==> config.mk <==
export PLATFORM = sky130hd
export DESIGN_NAME = su3lp_merge
export DESIGN_NICKNAME = d
export VERILOG_FILES = /design/src/rtl/core/su3lp_pkg.sv /design/src/rtl/core/su3lp_div.sv /design/src/rtl/core/su3lp_merge.sv
export SDC_FILE = /design/constraint.sdc
export NUM_CORES = 2
export LEC_CHECK = 0
export BUFFER_PORTS_ARGS = -buffer_cell sky130_fd_sc_hd__buf_2
export CAP_MARGIN = 20
export CORE_MARGIN = 1.5
export CORE_UTILIZATION = 25
export DETAILED_ROUTE_END_ITERATION = 8
export MAX_ROUTING_LAYER = met4
export SYNTH_ARGS = -nofsm -noshare
export SYNTH_HDL_FRONTEND = slang
export SYNTH_SLANG_ARGS = --single-unit
==> constraint.sdc <==
create_clock -name clk -period 33.6 [get_ports clk]
set_clock_uncertainty 0.1 [all_clocks]
set_input_delay 1.68 -clock clk [delete_from_list [all_inputs] [get_ports clk]]
set_output_delay 1.68 -clock clk [all_outputs]
set_load 0.005 [all_outputs]
==> src/rtl/core/su3lp_pkg.sv <==
`timescale 1ns / 1ps
`default_nettype none
package su3lp_pkg;

  localparam int FracBitsDef   = 30;
  localparam int LineCntBitsDef = 20;
  localparam int ElemW  = 32;
  localparam int PartW  = 40;
  localparam int TraceW = 33;
  localparam int Lanes  = 3;

  localparam logic [1:0] RowLast = 2'd2;
  localparam logic [1:0] RowNone = 2'd3;

  typedef enum logic [2:0] {
    ST_IDLE,
    ST_MUL,
    ST_ACC,
    ST_TRACE,
    ST_WAIT,
    ST_EMIT
  } state_t;

  typedef struct packed {
    logic       mul_en;
    logic       acc_en;
    logic       set_ident;
    logic [1:0] row;
  } lane_ctl_t;

  function automatic logic signed [PartW-1:0] sat_part(input logic signed [63:0] v);
    logic signed [63:0] hi;
    logic signed [63:0] lo;
    hi = 64'sd1 <<< (PartW - 1);
    lo = -hi;
    hi = hi - 64'sd1;
    if (v > hi) return hi[PartW-1:0];
    else if (v < lo) return lo[PartW-1:0];
    else return v[PartW-1:0];
  endfunction

  function automatic logic signed [ElemW-1:0] sat_elem(input logic signed [PartW-1:0] v);
    logic signed [PartW-1:0] hi;
    logic signed [PartW-1:0] lo;
    hi = PartW'(64'sd1 <<< (ElemW - 1)) - PartW'(1);
    lo = -hi - PartW'(1);
    if (v > hi) return hi[ElemW-1:0];
    else if (v < lo) return lo[ElemW-1:0];
    else return v[ElemW-1:0];
  endfunction

  function automatic logic signed [TraceW-1:0] sat_trace(input logic signed [63:0] v);
    logic signed [63:0] hi;
    logic signed [63:0] lo;
    hi = 64'sd1 <<< (TraceW - 1);
    lo = -hi;
    hi = hi - 64'sd1;
    if (v > hi) return hi[TraceW-1:0];
    else if (v < lo) return lo[TraceW-1:0];
    else return v[TraceW-1:0];
  endfunction

endpackage
`default_nettype wire

==> src/rtl/core/su3lp_div.sv <==
`timescale 1ns / 1ps
`default_nettype none
module su3lp_div
  import su3lp_pkg::*;
#(
  parameter int DW = 54,
  parameter int VW = 21
) (
  input  wire logic          clk,
  input  wire logic          rst_n,
  input  wire logic          start,
  input  wire logic [DW-1:0] dividend,
  input  wire logic [VW-1:0] divisor,
  output logic               done,
  output logic [DW-1:0]      quotient
);

  localparam int CW = $clog2(DW);

  logic [DW-1:0] quo_r;
  logic [VW-1:0] rem_r;
  logic [VW-1:0] dvs_r;
  logic [CW-1:0] cnt_r;
  logic          busy_r;
  logic          done_r;
  logic [VW:0]   trial;
  logic          fits;

  // restoring divide, one quotient bit per cycle
  assign trial = {rem_r, quo_r[DW-1]};
  assign fits  = trial >= {1'b0, dvs_r};

  always_ff @(posedge clk) begin
    if (!rst_n) begin
      busy_r <= 1'b0;
      done_r <= 1'b0;
      cnt_r  <= '0;
    end else begin
      done_r <= 1'b0;
      if (start) begin
        busy_r <= 1'b1;
        cnt_r  <= '0;
      end else if (busy_r) begin
        cnt_r <= cnt_r + CW'(1);
        if (cnt_r == CW'(DW - 1)) begin
          busy_r <= 1'b0;
          done_r <= 1'b1;
        end
      end
    end
  end

  always_ff @(posedge clk) begin
    if (start) begin
      quo_r <= dividend;
      rem_r <= '0;
      dvs_r <= divisor;
    end else if (busy_r) begin
      quo_r <= {quo_r[DW-2:0], fits};
      rem_r <= fits ? VW'(trial - {1'b0, dvs_r}) : trial[VW-1:0];
    end
  end

  assign done     = done_r;
  assign quotient = quo_r;

endmodule
`default_nettype wire

==> src/rtl/core/su3lp_merge.sv <==
`timescale 1ns / 1ps
`default_nettype none
module su3lp_merge
  import su3lp_pkg::*;
#(
  parameter int LINE_COUNT_BITS = LineCntBitsDef
) (
  input  wire logic                     clk,
  input  wire logic                     rst_n,
  input  wire logic                     trace_en,
  input  wire logic                     eod,
  input  wire logic signed [ElemW-1:0]  diag_re [Lanes],
  input  wire logic signed [ElemW-1:0]  diag_im [Lanes],
  output logic                          done,
  output logic signed [TraceW-1:0]      trace_re,
  output logic signed [TraceW-1:0]      trace_im,
  output logic signed [TraceW-1:0]      avg_re,
  output logic signed [TraceW-1:0]      avg_im,
  output logic                          avg_valid
);

  localparam int SumW = TraceW + LINE_COUNT_BITS + 1;
  localparam int CntW = LINE_COUNT_BITS + 1;
  localparam logic [CntW-1:0] CntMax = CntW'(1) << LINE_COUNT_BITS;

  logic signed [SumW-1:0] sum_re_r, sum_im_r, sum_re_new, sum_im_new;
  logic [CntW-1:0] cnt_r, cnt_new;
  logic signed [TraceW-1:0] tr_re, tr_im;
  logic signed [TraceW-1:0] trace_re_r, trace_im_r, avg_re_r, avg_im_r;
  logic avg_valid_r, done_r, neg_re_r, neg_im_r, div_start;
  logic [SumW-1:0] mag_re, mag_im, q_re, q_im;
  logic div_done_re, div_done_im;

  function automatic logic signed [SumW-1:0] sat_sum(input logic signed [SumW:0] v);
    logic signed [SumW:0] hi;
    logic signed [SumW:0] lo;
    hi = (SumW + 1)'(1) <<< (SumW - 1);
    lo = -hi;
    hi = hi - (SumW + 1)'(1);
    if (v > hi) return hi[SumW-1:0];
    else if (v < lo) return lo[SumW-1:0];
    else return v[SumW-1:0];
  endfunction

  always_comb begin
    tr_re = sat_trace(64'(diag_re[0]) + 64'(diag_re[1]) + 64'(diag_re[2]));
    tr_im = sat_trace(64'(diag_im[0]) + 64'(diag_im[1]) + 64'(diag_im[2]));
    sum_re_new = sat_sum((SumW + 1)'(sum_re_r) + (SumW + 1)'(tr_re));
    sum_im_new = sat_sum((SumW + 1)'(sum_im_r) + (SumW + 1)'(tr_im));
    cnt_new = (cnt_r == CntMax) ? cnt_r : cnt_r + CntW'(1);
    // round half away from zero: add half the count to the magnitude
    mag_re = (sum_re_new < 0 ? SumW'(-sum_re_new) : SumW'(sum_re_new))
             + SumW'(cnt_new >> 1);
    mag_im = (sum_im_new < 0 ? SumW'(-sum_im_new) : SumW'(sum_im_new))
             + SumW'(cnt_new >> 1);
    div_start = trace_en && eod;
  end

  su3lp_div #(.DW(SumW), .VW(CntW)) u_div_re (
    .clk(clk), .rst_n(rst_n), .start(div_start), .dividend(mag_re),
    .divisor(cnt_new), .done(div_done_re), .quotient(q_re)
  );

  su3lp_div #(.DW(SumW), .VW(CntW)) u_div_im (
    .clk(clk), .rst_n(rst_n), .start(div_start), .dividend(mag_im),
    .divisor(cnt_new), .done(div_done_im), .quotient(q_im)
  );

  always_ff @(posedge clk) begin
    if (!rst_n) begin
      sum_re_r    <= '0;
      sum_im_r    <= '0;
      cnt_r       <= '0;
      done_r      <= 1'b0;
      avg_valid_r <= 1'b0;
    end else begin
      done_r <= 1'b0;
      if (trace_en) begin
        trace_re_r <= tr_re;
        trace_im_r <= tr_im;
        neg_re_r   <= sum_re_new < 0;
        neg_im_r   <= sum_im_new < 0;
        if (eod) begin
          sum_re_r <= '0;
          sum_im_r <= '0;
          cnt_r    <= '0;
        end else begin
          sum_re_r    <= sum_re_new;
          sum_im_r    <= sum_im_new;
          cnt_r       <= cnt_new;
          avg_re_r    <= '0;
          avg_im_r    <= '0;
          avg_valid_r <= 1'b0;
          done_r      <= 1'b1;
        end
      end else if (div_done_re && div_done_im) begin
        avg_re_r <= sat_trace(neg_re_r ? -64'(q_re) : 64'(q_re));
        avg_im_r <= sat_trace(neg_im_r ? -64'(q_im) : 64'(q_im));
        avg_valid_r <= 1'b1;
        done_r      <= 1'b1;
      end
    end
  end

  assign done      = done_r;
  assign trace_re  = trace_re_r;
  assign trace_im  = trace_im_r;
  assign avg_re    = avg_re_r;
  assign avg_im    = avg_im_r;
  assign avg_valid = avg_valid_r;

endmodule
`default_nettype wire

# Word-level counts from Yosys, hierarchy flattened
# Index checks and enable logic that the tools add are counted.
[word_totals] ff_bits=452 inputBits=196 out_inout_bits=134 word_cells=118
[op_classes] n_addsub=17 order_cmp=16 eq_ne=4 mux=45 bitwise=3 reduce_logical=11
[op_table] cell="$mux 54" count=12
[op_table] cell="$mux 33" count=13
[op_table] cell="$gt 64x33->1 const B" count=2
[op_table] cell="$lt 64x33->1 const B" count=2
[op_table] cell="$mux 64" count=2
[op_table] cell="$neg 54->64" count=2
[op_table] cell="$add 54x33->55" count=2
[op_table] cell="$gt 55x54->1 const B" count=2
[op_table] cell="$lt 55x54->1 const B" count=2
[op_table] cell="$add 54x20->54" count=2
[op_table] cell="$lt 54x1->1 const B" count=2
[op_table] cell="$neg 54->54" count=2
[op_table] cell="$mux 21" count=4
[op_table] cell="$add 33x32->34" count=2
[op_table] cell="$gt 34x33->1 const B" count=2
[op_table] cell="$lt 34x33->1 const B" count=2
[op_table] cell="$add 32x32->33" count=2
[op_table] cell="$ge 22x21->1" count=2
[op_table] cell="$sub 21x21->21" count=2
[op_table] cell="$add 21x1->21 const B" count=1
[op_table] cell="$eq 21x21->1 const B" count=1
[op_table] cell="$mux 1" count=14
[op_table] cell="$add 6x1->6 const B" count=2
[op_table] cell="$eq 6x6->1 const B" count=2
[op_table] cell="other kinds (8)" count=15

# Longest topological paths before layout
[depth] ltp_word=13 ltp_mapped=61 ltp_nobuf=58

# By module
# Synthesis repeated with hierarchy kept, for this count alone.
[hier_totals] cells_unflattened=5228 hier_area_um2=44263.7
[modules_own_cells] module="su3lp_merge" instances=1 cells_each=4338 area_per_inst_um2=33643.5 seq_area_each_um2=6646.4
[modules_own_cells] module="su3lp_div" instances=2 cells_each=445 area_per_inst_um2=5310.1 seq_area_each_um2=2832.7

# Worst setup path after synthesis
# Ideal clock, no wire load.
[synth_path] path_kind="input -> register" start="input port diag_re[1] in the netlist's numbering" end="register u_div_re.quo_r[42] (netlist: u_div_re.quotient[42]) (data pin)" setup_time_ns=0.263 arrival_time_ns=13.500 required_ns=33.237 setup_slack_ns=19.736 cell_stages=59 path_buffers=8 cell_sequence="inv_1 > fa_1 > inv_1 > ha_1 > inv_1 > fa_1 > nor2b_1 > o21ai_0 > a21oi_1 > o21bai_1 > a21boi_0 > o21ai_0 > a41oi_1 > o41a_1 > a211o_1 > a21oi_1 > o21bai_1 > nand4_1 > (+23 left out) > nor2b_1 > o21ai_0 > a21boi_0 > o21ai_0 > a21boi_0 > o2111ai_1 > a21oi_1 > o21ai_0 > a21oi_1 > o211ai_1 > a21oi_1 > o211ai_1 > nor3_2 > nand4bb_1 > buf_2 > nor4b_2 > xnor2_1 > o21ai_1"
[synth_between] elab_chain_len=12 elab_cells_between_ends=15 classes_between="4 x add/sub; 5 x order compare; 6 x mux"
[synth_rtl] item="start: declaration" line_no="su3lp_merge.sv:12" text="input wire logic signed [ElemW-1:0] diag_re [Lanes],"
[synth_rtl] item="$add 33x32->34 (*)" line_no="su3lp_merge.sv:46" text="tr_re = sat_trace(64'(diag_re[0]) + 64'(diag_re[1]) + 64'(diag_re[2]));"
[synth_rtl] item="$lt 34x33->1" line_no="su3lp_pkg.sv:59" text="else if (v < lo) return lo[TraceW-1:0];"
[synth_rtl] item="$mux 33" line_no="su3lp_pkg.sv:59"
[synth_rtl] item="$mux 33 (*)" line_no="su3lp_pkg.sv:58" text="if (v > hi) return hi[TraceW-1:0];"
[synth_rtl] item="via tr_re[0]" line_no="su3lp_merge.sv:28" text="logic signed [TraceW-1:0] tr_re, tr_im;"
[synth_rtl] item="$add 54x33->55 (*)" line_no="su3lp_merge.sv:48" text="sum_re_new = sat_sum((SumW + 1)'(sum_re_r) + (SumW + 1)'(tr_re));"
[synth_rtl] item="$lt 55x54->1" line_no="su3lp_merge.sv:41" text="else if (v < lo) return lo[SumW-1:0];"
[synth_rtl] item="$mux 54" line_no="su3lp_merge.sv:41"
[synth_rtl] item="$mux 54 (*)" line_no="su3lp_merge.sv:40" text="if (v > hi) return hi[SumW-1:0];"
[synth_rtl] item="via sum_re_new[53]" line_no="su3lp_merge.sv:26" text="logic signed [SumW-1:0] sum_re_r, sum_im_r, sum_re_new, sum_im_new;"
[synth_rtl] item="$lt 54x1->1 (*)" line_no="su3lp_merge.sv:52" text="mag_re = (sum_re_new < 0 ? SumW'(-sum_re_new) : SumW'(sum_re_new))"
[synth_rtl] item="$mux 54 (*)" line_no="su3lp_merge.sv:52"
[synth_rtl] item="$add 54x20->54 (*)" line_no="su3lp_merge.sv:53" text="+ SumW'(cnt_new >> 1);"
[synth_rtl] item="$mux 54 (*)" line_no="su3lp_div.sv:54" text="if (start) begin"
[synth_rtl] item="end signal: assignment" line_no="su3lp_div.sv:55" text="quo_r <= dividend;"
[synth_rtl] item="end signal: assignment" line_no="su3lp_div.sv:59" text="quo_r <= {quo_r[DW-2:0], fits};"
[synth_rtl] item="end: declaration" line_no="su3lp_div.sv:20" text="logic [DW-1:0] quo_r;"
# Mark *: on every way through the listed nets, which the timed path passes. The rest lies on a longest branch.
# A chain may end at the register's enable or synchronous reset.

# Worst setup path after layout
[layout_path] start="input port diag_re[1] in the netlist's numbering" end="register u_div_re.quo_r[36] (netlist: u_div_re.quotient[36]) (data pin)"
[layout_between] elab_chain_len=12 elab_cells_between_ends=15 classes_between="4 x add/sub; 5 x order compare; 6 x mux"
[layout_rtl] item="$add 33x32->34 (*)" line_no="su3lp_merge.sv:46"
[layout_rtl] item="$lt 34x33->1" line_no="su3lp_pkg.sv:59"
[layout_rtl] item="$mux 33" line_no="su3lp_pkg.sv:59"
[layout_rtl] item="$mux 33 (*)" line_no="su3lp_pkg.sv:58"
[layout_rtl] item="via tr_re[0]" line_no="su3lp_merge.sv:28"
[layout_rtl] item="$add 54x33->55 (*)" line_no="su3lp_merge.sv:48"
[layout_rtl] item="$lt 55x54->1" line_no="su3lp_merge.sv:41"
[layout_rtl] item="$mux 54" line_no="su3lp_merge.sv:41"
[layout_rtl] item="$mux 54 (*)" line_no="su3lp_merge.sv:40"
[layout_rtl] item="$neg 54->54 / $lt 54x1->1 (equally long branches)" line_no="su3lp_merge.sv:52"
[layout_rtl] item="$mux 54 (*)" line_no="su3lp_merge.sv:52"
[layout_rtl] item="$add 54x20->54 (*)" line_no="su3lp_merge.sv:53"
[layout_rtl] item="$mux 54 (*)" line_no="su3lp_div.sv:54"
# Marked as above.

==> metrics <==
Placed Area=between 40000 and 50000 sq um; Residual DRC=0; vias in the first global route=39.0k; hold path endpoint=u_div_re.rem_r[20]; P&R area growth vs syn=13.0%; CTS Sinks=~450; status=finished clean; syn nets=~6k; Final ANT Viol Nets=0; die area=177000 sq um; fin nets=a little over 6k; Tmin final=around 17000 ps; final instance area=between 40000 and 50000 sq um; Reg-to-Reg End=u_div_im.quotient[50]; DR vias=~42k; reg2reg path depth=37; IO Count=330; setup violators final=0; VDD IR-drop max=roughly 0.043 mV; Final period util=0.497; Crit Path Category=input port to register; Clock Pin Slew Worst Setup and Hold Paths=60 ps; CP peak stage delay=670 ps; top cells by area, synth=edfxtp_1 18%, dfxtp_1 8.7%, ha_1 7.6%; Post-synth EDFFs=263; slowest library cell on the worst path=or4b_2; Die Width=roughly 420 um; Highest Clock Rate=about 60 MHz; CP arrival=between 15000 and 20000 ps; clk_lat worst skew=between 600 and 700 ps; crit path max fanout=62; Most Frequent Cell on Critical Path=o21ai_0; Max-cap violations=0; CTS resizes=0; count leader, synth=nor2_1; ys async rst share=0; Post-DP HPWL=between 100000 and 150000 um; first-pass GRT wire length=between 200000 and 250000 um; startpoint types=input port; cells after synthesis=around 5.4k; top_reg_cell synth=edfxtp_1; hold path cells=2; CTS tree=done; hold buffer count at cts=0; final WL=160000 um; Cell Rows=~150; H-Tree Depth=2; Worst Hold Launch=u_div_re.rem_r[20]; Final Util=0.284; Post-synth top cells=462 x nor2_1, 451 x a21oi_1, 451 x nand2_1; Unique masters post-synth=about 130; Yosys reg bits=between 400 and 500; top cell type by total area after synthesis=edfxtp_1; Syn Area/Cell=8.07 sq um; PwrDens=between 90 and 100 nW/um^2; clock buffer depth=3; DRT iter0 DRCs=3711; Static Leak=19.1 nW; Tightest Hold Check Type=register to register; initial antenna violation count=3; hold slack=385 ps; RePlAce Congestion=between 0.9 and 1; Post-CTS Setup Bufs=0; DR pass1 iterations=6; RSZ-0062 raised after global routing=no; Num CTS Buffers=around 50; Netlist Area Pre-Place=about 44000 sq um; port bufs=between 300 and 400; Worst Tran Pin Value=1100 ps; CP endpoint kind=register; Setup TNS=0 ps; Initial Util=0.252; reg2reg start=sum_im_r[0]; global route overflow=0; Reg2Reg Setup Slack=approximately 23000 ps; Syn. warnings=0; Worst slew margin=0.270; WL per Instance=slightly above 20 um; placeable core area=between 150000 and 200000 sq um; final hold violations=0; worst path required time=33850 ps; layout cells sized above 1=0.114; largest net degree at the start of global routing=approximately 100; vias per std cell=about 5.3; top cell type's share of synthesized area=0.181; CTS Root Cell=clkbuf_16; die height=between 400 and 500 um; GRT Util Overall=0.177; Final Max Tran Viols=0; post-synthesis sequential area ratio=0.267
[routing by layer]
layer,track usage,up-vias,wire length (um)
met5,-,-,0
met4,0.0569,0,5510
met3,0.0208,243,9120
met2,0.276,1465,71500
met1,0.238,19900,73900
li1,-,20300,-
[through the flow]
step | instances | setup WS, ps | total power [mW]
after floorplan | 5418 | 19740 | 2.94
after global placement | 7843 | 16310 | 3.89
after detailed placement | 7844 | 16460 | 3.91
after CTS | 7939 | 17110 | 4.50
after global routing | 7942 | 15850 | 4.87
final | 7943 | 16900 | 4.56
[cells in the final DEF, fill, tap and decap left out, drive strengths merged, types with 72 or more instances in the layout]
cell type,synthesis,final
nor2,465,465
nand2,454,454
a21oi,454,454
o21ai,425,425
buf,59,397
ha,264,264
edfxtp,263,263
inv,210,218
xor2,193,193
xnor2,190,190
dfxtp,189,189
nor2b,171,171
nor3,138,138
nand3,129,129
a21o,105,105
and2,97,97
a211oi,90,90
o21a,89,89
nand4,79,79
or3,76,76
o31ai,72,72
fa,72,72
[where the power goes]
part	internal (mW)	switching [mW]
clock network	0.308	0.266
logic	1.09	2.09
registers	0.711	0.0915
total	2.11	2.45
[kinds of logic (layout without fill, tap and decap cells)]
| kind of cell | count (synthesis) | after routing | share of synthesized area |
|---|---|---|---|
| xor+xnor | 383 | 383 | 0.0767 |
| flops | 452 | 452 | 0.267 |
| other cells | 0 | 1 | 0 |
| fa+ha+maj | 367 | 367 | 0.116 |
| compound gates | 1707 | 1707 | 0.252 |
| simple gates | 1924 | 1924 | 0.226 |
| buf+inv | 506 | 705 | 0.0447 |
| mux | 79 | 79 | 0.0184 |
[area by class of cell]
type                    instances  area (sq um)
inverters                     212           796
diodes                          1          2.50
repair buffers                398          2190
fillers                     18800        124000
clock buffers                  68          1450
well taps                    2325          2910
multi-input cells            4460         30200
flip-flops and latches        452         11700
clock inverters                27           199
[worst max path at each step]
stage	start	to	cells after the start
final	diag_re[1]	u_div_re.quotient[36]	61
after global routing	diag_re[1]	u_div_re.quotient[36]	61
after CTS	diag_re[2]	u_div_re.quotient[36]	57
after detailed placement	diag_re[2]	u_div_re.quotient[36]	57
after global placement	diag_re[1]	u_div_re.quotient[36]	60
after floorplan	diag_re[1]	u_div_re.quotient[42]	59
[critical path, delay by kind of cell]
kind | cells | cell delay [ps]
AO/OA/AOI/OAI | 32 | 7630
AND/OR/NAND/NOR | 10 | 2780
adder cells (fa/ha/maj) | 7 | 2410
buffers and inverters | 10 | 1950
XOR/XNOR | 2 | 400
[registers in the layout (all words and copies together) (netlist names), 6 cells and up]
register	flops
avg_im	33
avg_re	33
cnt_r	21
sum_im_r	54
sum_re_r	54
trace_im	33
trace_re	33
u_div_im.cnt_r	6
u_div_im.quotient	54
u_div_im.rem_r	21
u_div_re.cnt_r	6
u_div_re.dvs_r	21
u_div_re.quotient	54
u_div_re.rem_r	21
(Power assumes the default switching activity.)
